<file path="src/hdl/gccb_pkg.sv">
// Package for the glyph coverage clip and blend unit.
// Holds register indexes, widths and the configuration struct; no dependencies.
package gccb_pkg;

    localparam int ADDR_BITS_DEF = 26;
    localparam int CFG_IDX_W     = 4;
    localparam int CFG_DATA_W    = 32;

    localparam logic [CFG_IDX_W-1:0] REG_FG_ARGB      = 4'd0;
    localparam logic [CFG_IDX_W-1:0] REG_CLIP_LEFT    = 4'd1;
    localparam logic [CFG_IDX_W-1:0] REG_CLIP_TOP     = 4'd2;
    localparam logic [CFG_IDX_W-1:0] REG_CLIP_WIDTH   = 4'd3;
    localparam logic [CFG_IDX_W-1:0] REG_CLIP_HEIGHT  = 4'd4;
    localparam logic [CFG_IDX_W-1:0] REG_FRAME_WIDTH  = 4'd5;
    localparam logic [CFG_IDX_W-1:0] REG_FRAME_HEIGHT = 4'd6;
    localparam logic [CFG_IDX_W-1:0] REG_ROW_STRIDE   = 4'd7;

    localparam logic [31:0] FG_ARGB_RST = 32'hFFFF_FFFF;

    typedef struct packed {
        logic [31:0]        fg_argb;
        logic signed [15:0] clip_left;
        logic signed [15:0] clip_top;
        logic signed [15:0] clip_width;
        logic signed [15:0] clip_height;
        logic [12:0]        frame_width;
        logic [12:0]        frame_height;
        logic [13:0]        row_stride;
    } t_cfg;

endpackage

</file>
<file path="src/hdl/gccb_cfg_regs.sv">
// Configuration register file of the glyph coverage clip and blend unit.
// Depends on gccb_pkg for register indexes and the t_cfg struct.
module gccb_cfg_regs (
    input  logic                               i_clk,
    input  logic                               i_rst_n,
    input  logic                               i_cfg_we,
    input  logic [gccb_pkg::CFG_IDX_W-1:0]     i_cfg_index,
    input  logic [gccb_pkg::CFG_DATA_W-1:0]    i_cfg_data,
    output gccb_pkg::t_cfg                     o_cfg
);

    gccb_pkg::t_cfg r_cfg;

    always_ff @(posedge i_clk) begin
        if (!i_rst_n) begin
            r_cfg.fg_argb      <= gccb_pkg::FG_ARGB_RST;
            r_cfg.clip_left    <= '0;
            r_cfg.clip_top     <= '0;
            r_cfg.clip_width   <= '0;
            r_cfg.clip_height  <= '0;
            r_cfg.frame_width  <= '0;
            r_cfg.frame_height <= '0;
            r_cfg.row_stride   <= '0;
        end else if (i_cfg_we) begin
            case (i_cfg_index)
                gccb_pkg::REG_FG_ARGB: begin
                    r_cfg.fg_argb <= i_cfg_data;
                end
                gccb_pkg::REG_CLIP_LEFT: begin
                    r_cfg.clip_left <= i_cfg_data[15:0];
                end
                gccb_pkg::REG_CLIP_TOP: begin
                    r_cfg.clip_top <= i_cfg_data[15:0];
                end
                gccb_pkg::REG_CLIP_WIDTH: begin
                    r_cfg.clip_width <= i_cfg_data[15:0];
                end
                gccb_pkg::REG_CLIP_HEIGHT: begin
                    r_cfg.clip_height <= i_cfg_data[15:0];
                end
                gccb_pkg::REG_FRAME_WIDTH: begin
                    r_cfg.frame_width <= i_cfg_data[12:0];
                end
                gccb_pkg::REG_FRAME_HEIGHT: begin
                    r_cfg.frame_height <= i_cfg_data[12:0];
                end
                gccb_pkg::REG_ROW_STRIDE: begin
                    r_cfg.row_stride <= i_cfg_data[13:0];
                end
                default: begin
                end
            endcase
        end
    end

    assign o_cfg = r_cfg;

endmodule

</file>
<file path="src/hdl/glyph_coverage_clip_blend_unit.sv">
// Top level of the glyph coverage clip and blend unit: four-stage pipeline.
// Depends on gccb_pkg and gccb_cfg_regs.
//
// Usage:
//   Input channel: i_in_valid / o_in_stall carry one glyph pixel request
//   (position, coverage, current framebuffer pixel). Output channel:
//   o_out_valid / i_out_stall carry write flag, address and new pixel.
//   A request is taken at a clock edge with valid high and stall low.
//   The request passes four register stages before o_out_valid rises; one
//   request per cycle is sustained while i_out_stall is low. The stages are:
//   clip test and coverage/stride multiplies, divide-by-255 and address add,
//   channel multiplies, result select into the output register.
//   When i_out_stall is high a full output register holds; earlier stages keep
//   filling empty slots and o_in_stall rises only once every stage is full.
//   Synchronous active-low reset empties the pipeline and loads the
//   configuration reset values (text color all ones, everything else zero).
//   Configuration is written through i_cfg_we / i_cfg_index / i_cfg_data
//   while no request is in flight.
module glyph_coverage_clip_blend_unit #(
    parameter int ADDR_BITS = gccb_pkg::ADDR_BITS_DEF
) (
    input  logic                               i_clk,
    input  logic                               i_rst_n,
    input  logic                               i_cfg_we,
    input  logic [gccb_pkg::CFG_IDX_W-1:0]     i_cfg_index,
    input  logic [gccb_pkg::CFG_DATA_W-1:0]    i_cfg_data,
    input  logic                               i_in_valid,
    output logic                               o_in_stall,
    input  logic signed [15:0]                 i_pixel_x,
    input  logic signed [15:0]                 i_pixel_y,
    input  logic [7:0]                         i_coverage,
    input  logic [31:0]                        i_dest_pixel,
    output logic                               o_out_valid,
    input  logic                               i_out_stall,
    output logic                               o_write_enable,
    output logic [ADDR_BITS-1:0]               o_write_address,
    output logic [31:0]                        o_new_pixel
);

    function automatic logic [7:0] mix(input logic [7:0] s, input logic [7:0] d,
                                       input logic [7:0] sa, input logic [7:0] inv);
        logic [15:0] sum;
        sum = ({8'd0, s} * {8'd0, sa}) + ({8'd0, d} * {8'd0, inv});
        return sum[15:8];
    endfunction

    gccb_pkg::t_cfg w_cfg;

    gccb_cfg_regs u_cfg (
        .i_clk       (i_clk),
        .i_rst_n     (i_rst_n),
        .i_cfg_we    (i_cfg_we),
        .i_cfg_index (i_cfg_index),
        .i_cfg_data  (i_cfg_data),
        .o_cfg       (w_cfg)
    );

    // flow control
    logic w_adv1, w_adv2, w_adv3, w_adv_out;
    logic r_s1_vld, r_s2_vld, r_s3_vld, r_out_vld;

    assign w_adv_out  = !r_out_vld || !i_out_stall;
    assign w_adv3     = !r_s3_vld || w_adv_out;
    assign w_adv2     = !r_s2_vld || w_adv3;
    assign w_adv1     = !r_s1_vld || w_adv2;
    assign o_in_stall = !w_adv1;

    always_ff @(posedge i_clk) begin
        if (!i_rst_n) begin
            r_s1_vld  <= 1'b0;
            r_s2_vld  <= 1'b0;
            r_s3_vld  <= 1'b0;
            r_out_vld <= 1'b0;
        end else begin
            if (w_adv1) begin
                r_s1_vld <= i_in_valid;
            end
            if (w_adv2) begin
                r_s2_vld <= r_s1_vld;
            end
            if (w_adv3) begin
                r_s3_vld <= r_s2_vld;
            end
            if (w_adv_out) begin
                r_out_vld <= r_s3_vld;
            end
        end
    end

    // stage 1: clip test, coverage * alpha, row * stride
    logic signed [16:0] w_x0, w_y0, w_x1_raw, w_y1_raw, w_x1, w_y1, w_px, w_py;
    logic               w_inside;
    logic [7:0]         w_ca;
    logic [15:0]        n_s1_prod;
    logic signed [31:0] n_s1_aprod;

    assign w_x0     = {w_cfg.clip_left[15], w_cfg.clip_left};
    assign w_y0     = {w_cfg.clip_top[15], w_cfg.clip_top};
    assign w_x1_raw = w_x0 + {w_cfg.clip_width[15], w_cfg.clip_width};
    assign w_y1_raw = w_y0 + {w_cfg.clip_height[15], w_cfg.clip_height};
    assign w_x1     = (w_x1_raw <= 17'sd0) ? $signed({4'd0, w_cfg.frame_width}) : w_x1_raw;
    assign w_y1     = (w_y1_raw <= 17'sd0) ? $signed({4'd0, w_cfg.frame_height}) : w_y1_raw;
    assign w_px     = {i_pixel_x[15], i_pixel_x};
    assign w_py     = {i_pixel_y[15], i_pixel_y};
    assign w_inside = (w_px >= w_x0) && (w_px < w_x1) && (w_py >= w_y0) && (w_py < w_y1);
    assign w_ca     = w_cfg.fg_argb[31:24];
    assign n_s1_prod  = {8'd0, i_coverage} * {8'd0, w_ca};
    assign n_s1_aprod = i_pixel_y * $signed({1'b0, w_cfg.row_stride});

    logic               r_s1_wr, r_s1_opq;
    logic [15:0]        r_s1_prod;
    logic signed [31:0] r_s1_aprod;
    logic signed [15:0] r_s1_px;
    logic [31:0]        r_s1_dst;

    always_ff @(posedge i_clk) begin
        if (w_adv1 && i_in_valid) begin
            r_s1_wr    <= w_inside && (i_coverage != 8'd0);
            r_s1_opq   <= (i_coverage == 8'hFF) && (w_ca == 8'hFF);
            r_s1_prod  <= n_s1_prod;
            r_s1_aprod <= n_s1_aprod;
            r_s1_px    <= i_pixel_x;
            r_s1_dst   <= i_dest_pixel;
        end
    end

    // stage 2: exact divide by 255 for a product of two 8-bit values, address add
    logic [15:0] w_sa_sum;
    logic [31:0] w_addr_full;

    assign w_sa_sum    = r_s1_prod + {8'd0, r_s1_prod[15:8]} + 16'd1;
    assign w_addr_full = r_s1_aprod + {{16{r_s1_px[15]}}, r_s1_px};

    logic                 r_s2_wr, r_s2_opq;
    logic [7:0]           r_s2_sa;
    logic [ADDR_BITS-1:0] r_s2_addr;
    logic [31:0]          r_s2_dst;

    always_ff @(posedge i_clk) begin
        if (w_adv2 && r_s1_vld) begin
            r_s2_wr   <= r_s1_wr;
            r_s2_opq  <= r_s1_opq;
            r_s2_sa   <= w_sa_sum[15:8];
            r_s2_addr <= w_addr_full[ADDR_BITS-1:0];
            r_s2_dst  <= r_s1_dst;
        end
    end

    // stage 3: per-channel blend
    logic [7:0]  w_inv;
    logic [15:0] w_da_inv;

    assign w_inv    = 8'd255 - r_s2_sa;
    assign w_da_inv = {8'd0, r_s2_dst[31:24]} * {8'd0, w_inv};

    logic                 r_s3_wr, r_s3_opq;
    logic [31:0]          r_s3_blend;
    logic [ADDR_BITS-1:0] r_s3_addr;
    logic [31:0]          r_s3_dst;

    always_ff @(posedge i_clk) begin
        if (w_adv3 && r_s2_vld) begin
            r_s3_wr    <= r_s2_wr;
            r_s3_opq   <= r_s2_opq;
            r_s3_blend <= {r_s2_sa + w_da_inv[15:8],
                           mix(w_cfg.fg_argb[23:16], r_s2_dst[23:16], r_s2_sa, w_inv),
                           mix(w_cfg.fg_argb[15:8],  r_s2_dst[15:8],  r_s2_sa, w_inv),
                           mix(w_cfg.fg_argb[7:0],   r_s2_dst[7:0],   r_s2_sa, w_inv)};
            r_s3_addr  <= r_s2_addr;
            r_s3_dst   <= r_s2_dst;
        end
    end

    // output register: select opaque, blended or untouched pixel
    logic                 r_out_we;
    logic [ADDR_BITS-1:0] r_out_addr;
    logic [31:0]          r_out_pix;
    logic [31:0]          n_out_pix;

    always_comb begin
        if (!r_s3_wr) begin
            n_out_pix = r_s3_dst;
        end else if (r_s3_opq) begin
            n_out_pix = {8'hFF, w_cfg.fg_argb[23:0]};
        end else begin
            n_out_pix = r_s3_blend;
        end
    end

    always_ff @(posedge i_clk) begin
        if (w_adv_out && r_s3_vld) begin
            r_out_we   <= r_s3_wr;
            r_out_addr <= r_s3_wr ? r_s3_addr : '0;
            r_out_pix  <= n_out_pix;
        end
    end

    assign o_out_valid     = r_out_vld;
    assign o_write_enable  = r_out_we;
    assign o_write_address = r_out_addr;
    assign o_new_pixel     = r_out_pix;

`ifndef NO_ASSERTIONS
    a_no_write_zero_addr: assert property (@(posedge i_clk) disable iff (!i_rst_n)
        (o_out_valid && !o_write_enable) |-> (o_write_address == '0))
        else $error("address nonzero on a request without write");

    a_full_stall: assert property (@(posedge i_clk) disable iff (!i_rst_n)
        (r_s1_vld && r_s2_vld && r_s3_vld && r_out_vld && i_out_stall) |-> o_in_stall)
        else $error("input taken while pipeline full and output stalled");

    a_free_slot_no_stall: assert property (@(posedge i_clk) disable iff (!i_rst_n)
        (!r_s1_vld || !r_s2_vld || !r_s3_vld || !r_out_vld || !i_out_stall) |-> !o_in_stall)
        else $error("input stalled with a free pipeline slot");

    a_reset_empty: assert property (@(posedge i_clk)
        $past(!i_rst_n) |-> !o_out_valid)
        else $error("output valid right after reset");
`endif

endmodule

</file>
<file path="config.mk">
export PLATFORM = sky130hd
export DESIGN_NAME = glyph_coverage_clip_blend_unit
export DESIGN_NICKNAME = d
export VERILOG_FILES = /design/src/hdl/gccb_pkg.sv /design/src/hdl/gccb_cfg_regs.sv /design/src/hdl/glyph_coverage_clip_blend_unit.sv
export SDC_FILE = /design/constraint.sdc
export NUM_CORES = 2
export LEC_CHECK = 0
export CORE_ASPECT_RATIO = 0.9
export CORE_UTILIZATION = 40
export DETAILED_ROUTE_END_ITERATION = 8
export DONT_BUFFER_PORTS = 1
export MAX_ROUTING_LAYER = met4
export PLACE_DENSITY = 0.54
export SETUP_SLACK_MARGIN = 0.4
export SYNTH_ARGS = -nofsm -noshare
export SYNTH_HDL_FRONTEND = slang
export SYNTH_HIERARCHICAL = 1
export SYNTH_SLANG_ARGS = --single-unit
</file>
<file path="constraint.sdc">
create_clock -name i_clk -period 8.9 [get_ports i_clk]
set_input_delay 1.335 -clock i_clk [delete_from_list [all_inputs] [get_ports i_clk]]
set_output_delay 1.335 -clock i_clk [all_outputs]
set_load 0.02 [all_outputs]
</file>
Yosys cells after proc, flatten, opt, wreduce, memory -nomap -nowiden
Index checks and enable logic that the tools add are counted.
- word-level logic and storage cells: 98
- output and inout bits: 61
- register bits: 451
- reductions and logical operators: 29
- magnitude comparators: 6
- $mul: 9
- $add $sub $neg: 10
- mux-type cells: 4
- equality and inequality tests: 9
- operator list (cell ; count):
    8-bit by 8-bit multiplier with 16-bit output ; 8
    32-bit 2-to-1 mux ; 2
    16-bit adder ; 3
    16-bit by 16-bit adder with 17-bit output ; 2
    17-bit by 1-bit <= comparator with 1-bit output, second input constant ; 2
    16-bit by 17-bit less-than comparator with 1-bit output ; 2
    17-bit 2-to-1 mux ; 2
    16-bit greater-or-equal comparator ; 2
    26-bit adder ; 1
    16-bit by 15-bit multiplier with 26-bit output ; 1
    16-bit by 1-bit adder with 16-bit output, second input constant ; 1
    16-bit by 8-bit adder with 16-bit output ; 1
    4-bit by 3-bit equality test with 1-bit output, second input constant ; 4
    8-bit equality test, second input constant ; 2
    2-bit AND reduction ; 8
    1-bit logical AND ; 9
    8-bit adder ; 1
    4-bit by 2-bit equality test with 1-bit output, second input constant ; 2
    8-bit nonzero test ; 1
    8-bit subtractor, first input constant ; 1
    1-bit zero test ; 6
    4-bit by 1-bit equality test with 1-bit output, second input constant ; 1
    4-bit zero test ; 1
    1-bit logical OR ; 4

Depth between registers and ports, before layout
- word-level depth: 8
- mapped depth: 26

Cells and area by module
Netlist, hierarchy kept.
- modules (own cells, without submodules) (module ; times used ; cells each ; area an instance (µm²)):
    glyph_coverage_clip_blend_unit ; 1 ; 3720 ; 38597.0
    gccb_cfg_regs ; 1 ; 507 ; 5091.1

Least setup slack after synthesis
No wires, ideal clock.
- path type: input -> register
- start point: in i_out_stall
- end point: reg r_s2_addr[0], enable pin
- stages: 2
- arrival time: 6.511 ns
- path slack: 1.791 ns
- path buffers: 0
- library setup time: 0.598 ns
- path through: and3_1 -> a21boi_0
- longest elaborated chain between the ends: 5
- RTL lines (what ; RTL line ; text):
    from (decl) ; glyph_coverage_clip_blend_unit.sv:34 ; input logic i_out_stall,
    1-bit zero test ; glyph_coverage_clip_blend_unit.sv:62 ; assign w_adv_out = !r_out_vld || !i_out_stall;
    1-bit logical OR ; glyph_coverage_clip_blend_unit.sv:62 ;
    1-bit logical OR ; glyph_coverage_clip_blend_unit.sv:63 ; assign w_adv3 = !r_s3_vld || w_adv_out;
    1-bit logical OR ; glyph_coverage_clip_blend_unit.sv:64 ; assign w_adv2 = !r_s2_vld || w_adv3;
    1-bit logical AND ; glyph_coverage_clip_blend_unit.sv:140 ; if (w_adv2 && r_s1_vld) begin
    to (signal assigned) ; glyph_coverage_clip_blend_unit.sv:144 ; r_s2_addr <= w_addr_full[ADDR_BITS-1:0];
    to (decl) ; glyph_coverage_clip_blend_unit.sv:136 ; logic [ADDR_BITS-1:0] r_s2_addr;
Every way passes these cells.
A chain may end at the register's enable or synchronous reset.

Worst setup path after layout
- start point: reg r_s2_sa[1]
- end point: reg r_s3_blend[15], data pin
- longest elaborated chain between the ends: 3
- elaborated cells on any way between the ends: 4
- those cells by class: add/sub: 2; mul: 2
- RTL lines (what ; RTL line ; text):
    from (decl) ; glyph_coverage_clip_blend_unit.sv:135 ; logic [7:0] r_s2_sa;
    from (signal assigned) ; glyph_coverage_clip_blend_unit.sv:143 ; r_s2_sa <= w_sa_sum[15:8];
    8-bit subtractor ; glyph_coverage_clip_blend_unit.sv:153 ; assign w_inv = 8'd255 - r_s2_sa;
    8-bit by 8-bit multiplier with 16-bit output ; glyph_coverage_clip_blend_unit.sv:43 ; sum = ({8'd0, s} * {8'd0, sa}) + ({8'd0, d} * {8'd0, inv});
    16-bit adder * ; glyph_coverage_clip_blend_unit.sv:43 ;
    to (signal assigned) ; glyph_coverage_clip_blend_unit.sv:165 ; r_s3_blend <= {r_s2_sa + w_da_inv[15:8],
    to (decl) ; glyph_coverage_clip_blend_unit.sv:157 ; logic [31:0] r_s3_blend;
Mark *: on every way between the ends. The rest lies on a longest branch, timed or not.

==> impl_metrics.py <==
metrics = {
    "detailed_routing": {
        "num_vias": 28077,
        "drcViolationCount": 0,
        "drtPass1Iterations": 9,
        "avgRoutedWirePerCell_um": 18.9,
        "ant_nets": 0,
        "drt_iter0_markers": 1501,
        "drt_wl_total_um": 107000,
        "viasPerCell": 4.94,
    },
    "synthesis": {
        "synth_area_leaders": "fa_1, edfxtp_1, ha_1, inv_1, dfxtp_1",
        "synth_warnings": 6,
        "synth-edff-count": 311,
        "synth_top_family_by_area": "adder cells",
        "ys_types": 81,
        "syn_area_per_cell_um2": 10.3,
        "synthCells": 4227,
        "async_flop_share_pct": 0,
        "synth-seq-cells": 451,
        "synth-compound-area-share_pct": 5.69,
        "synth_fa_ha_area_share_pct": 37.8,
        "synth_xor_area_share_pct": 2.83,
        "mappedNetlistArea_um2": 43700,
        "seq_area_frac_synth_pct": 27.8,
        "yosysTopAreaCell": "fa_1",
        "netlist.area_leader.share_pct": 25.0,
        "synth_mux_area_share_pct": 3.45,
        "yosys.area_share.simple_pct": 14.3,
        "yosys_most_used_dff": "edfxtp_1",
    },
    "clocking": {
        "cts_sinks": 451,
        "clkSlewWorstSetupHoldPaths_ps": 70,
        "cts_buffer_depth": 3,
        "clk_latency_ps": 680,
        "cts_max_level": 2,
        "cts_tree": "done",
        "cts_buffers": 54,
        "cts_resized": 0,
        "post-cts-setup-buffer-count": 0,
        "cts_hold_buf": 0,
        "cts_root_buffer": "clkbuf_16",
    },
    "global_route": {
        "antenna_found_initial": 13,
        "grt_pass1_wl_um": 170000,
        "grt_use_total_pct": 20.6,
        "first_global_vias": 28825,
        "grt_max_degree": 157,
        "grt-ovfl-total": 0,
    },
    "placed_design": {
        "placedCellCount": 5569,
        "port_buffers": 0,
        "dpl_cell_area_um2": 45200,
        "gp_congestion": 0.831,
        "dp_hpwl_um": 81400,
    },
    "timing": {
        "max_slew.worst_pin.slew_ps": 1170,
        "finalSetupViolCount": 0,
        "rsz0062_at_grt": "false",
        "finalMaxSlewViolations": 0,
        "maxSlewHeadroom_pct": 21.7,
        "hold_viol": 0,
        "fin_crit_ps": 6590,
        "whs_ps": 412,
        "fin_setup_tns_ps": 0,
        "skew_ps": 51.2,
        "max_freq_ghz": 0.152,
        "fin_crit_sh_pct": 74.0,
    },
    "critical_path": {
        "cp_common_cell": "fa_1",
        "slowest_delay_ps": 830,
        "crit_path_top_delay_cell": "edfxtp_1",
        "path_cells": "buf_4, and2_1, fa_1, ha_1, fa_1, fa_1, inv_1, fa_1, fa_1, inv_1, ha_1, a21o_1, a21o_1, a21oi_1, nor2b_1, o21a_1, o21a_1, o21a_1, o21a_1, o41ai_1, xnor2_1",
        "cp_max_fo": 18,
        "path_class": "reg2reg",
        "cp_top_family": "adder cells",
        "cp_data_required_time_ps": 9280,
        "setup.worst_path.end_class": "flop",
        "crit_buf_inv": 3,
        "worstSetupStartpointType": "flop",
        "critPathArrivalTime_ps": 6970,
        "rrSetupSlack_ps": 2310,
    },
    "floorplanning": {
        "die_x_um": 350,
        "dieArea_um2": 111000,
        "start_util_pct": 40.5,
        "die_h_um": 316,
        "std_cell_rows": 114,
        "io_pins": 174,
        "core-area_um2": 108000,
    },
    "outcome": {
        "status": "finished clean",
    },
    "final_layout": {
        "finalInstanceArea_um2": 47100,
        "drive_gt1_share_pct": 3.79,
        "instances_no_fill": 5682,
        "syn_to_final_growth_pct": 7.79,
        "fin_nets": 5281,
        "fillers": 10385,
    },
    "flow_run": {
        "maxCapViolCount": 0,
    },
    "worst_hold_path": {
        "hold_class": "reg2reg",
    },
}
logic make-up after synthesis:
logic type               Yosys count
AND/OR/NAND/NOR                 1200
adder cells (fa/ha/maj)          993
buffers and inverters            923
flip-flops                       451
AO/OA/AOI/OAI                    368
multiplexers                     150
XOR/XNOR                         141
other                              1
metrics by stage:
stage	setup slack, ps	util, %
detailed placement	1860	41.9
CTS	2250	43.6
finish	2310	43.7
floorplan	1790	-
global placement	1900	41.9
global route	1880	43.7
layer usage:
metal | vias up | global-route usage [%] | wire (µm)
met2 | 509 | 30.0 | 46000
met4 | 0 | 5.04 | 2440
li1 | 13378 | - | -
met5 | - | - | 0
met1 | 14069 | 29.0 | 51900
met3 | 121 | 4.75 | 6950
cells in the mapped netlist, types with 112 or more instances:
cell,count
ha_1,448
mux2i_1,149
and2_1,258
nand2_1,405
clkbuf_1,118
dfxtp_1,140
xnor2_1,112
inv_1,773
fa_1,545
edfxtp_1,311
nand2b_1,113
nor2b_1,188
sequential cells by signal (all words and copies together), names as in the netlist, 8 cells and up:
signal and cells:
r_s2_sa 8, o_write_address 26, r_s3_addr 26, o_new_pixel 32, r_s3_blend 32, r_s2_dst 32
r_s1_px 16, r_s1_aprod 26, r_s1_dst 32, u_cfg/o_cfg 136, r_s1_prod 16, r_s2_addr 26
r_s3_dst 32
path summary, 6_finish.rpt:
path | from | to | cells past startpoint
worst min-delay path | r_s2_addr[10] | r_s3_addr[10] | 0
worst max-delay path | r_s2_sa[1] | r_s3_blend[15] | 21
worst min register to register | r_s2_addr[10] | r_s3_addr[10] | 0
worst max register to register | r_s2_sa[1] | r_s3_blend[15] | 21
cell usage in the layout, fill, tap and decap left out, drive strengths merged, types with 32 or more instances in the layout:
cell	netlist	final
a21o	51	51
inv	773	779
ha	448	448
o211ai	38	38
mux2i	149	149
nor2	95	95
nand3	51	51
clkbuf	122	65
nor3	32	32
buf	28	41
edfxtp	311	311
nand2	405	405
nor2b	188	188
a21oi	107	107
xnor2	112	112
nand2b	113	113
o21ai	52	52
dfxtp	140	140
and2	258	258
fa	545	545
area by class of cell:
| class | count | area (µm²) | share of cell area, % |
|---|---|---|---|
| Clock buffer | 65 | 1450 | 3.07 |
| Timing Repair Buffer | 41 | 320 | 0.680 |
| Multi-Input combinational cell | 2854 | 28100 | 59.6 |
| Tap cell | 1450 | 1810 | 3.85 |
| Inverter | 773 | 2900 | 6.16 |
| Sequential cell | 451 | 12100 | 25.8 |
| Antenna cell | 12 | 30.0 | 0.0638 |
| Clock inverter | 36 | 382 | 0.810 |
Power is left out: the tool's default activity adds up to more than one toggle a clock period on the data nets, which glitch-free logic cannot reach.
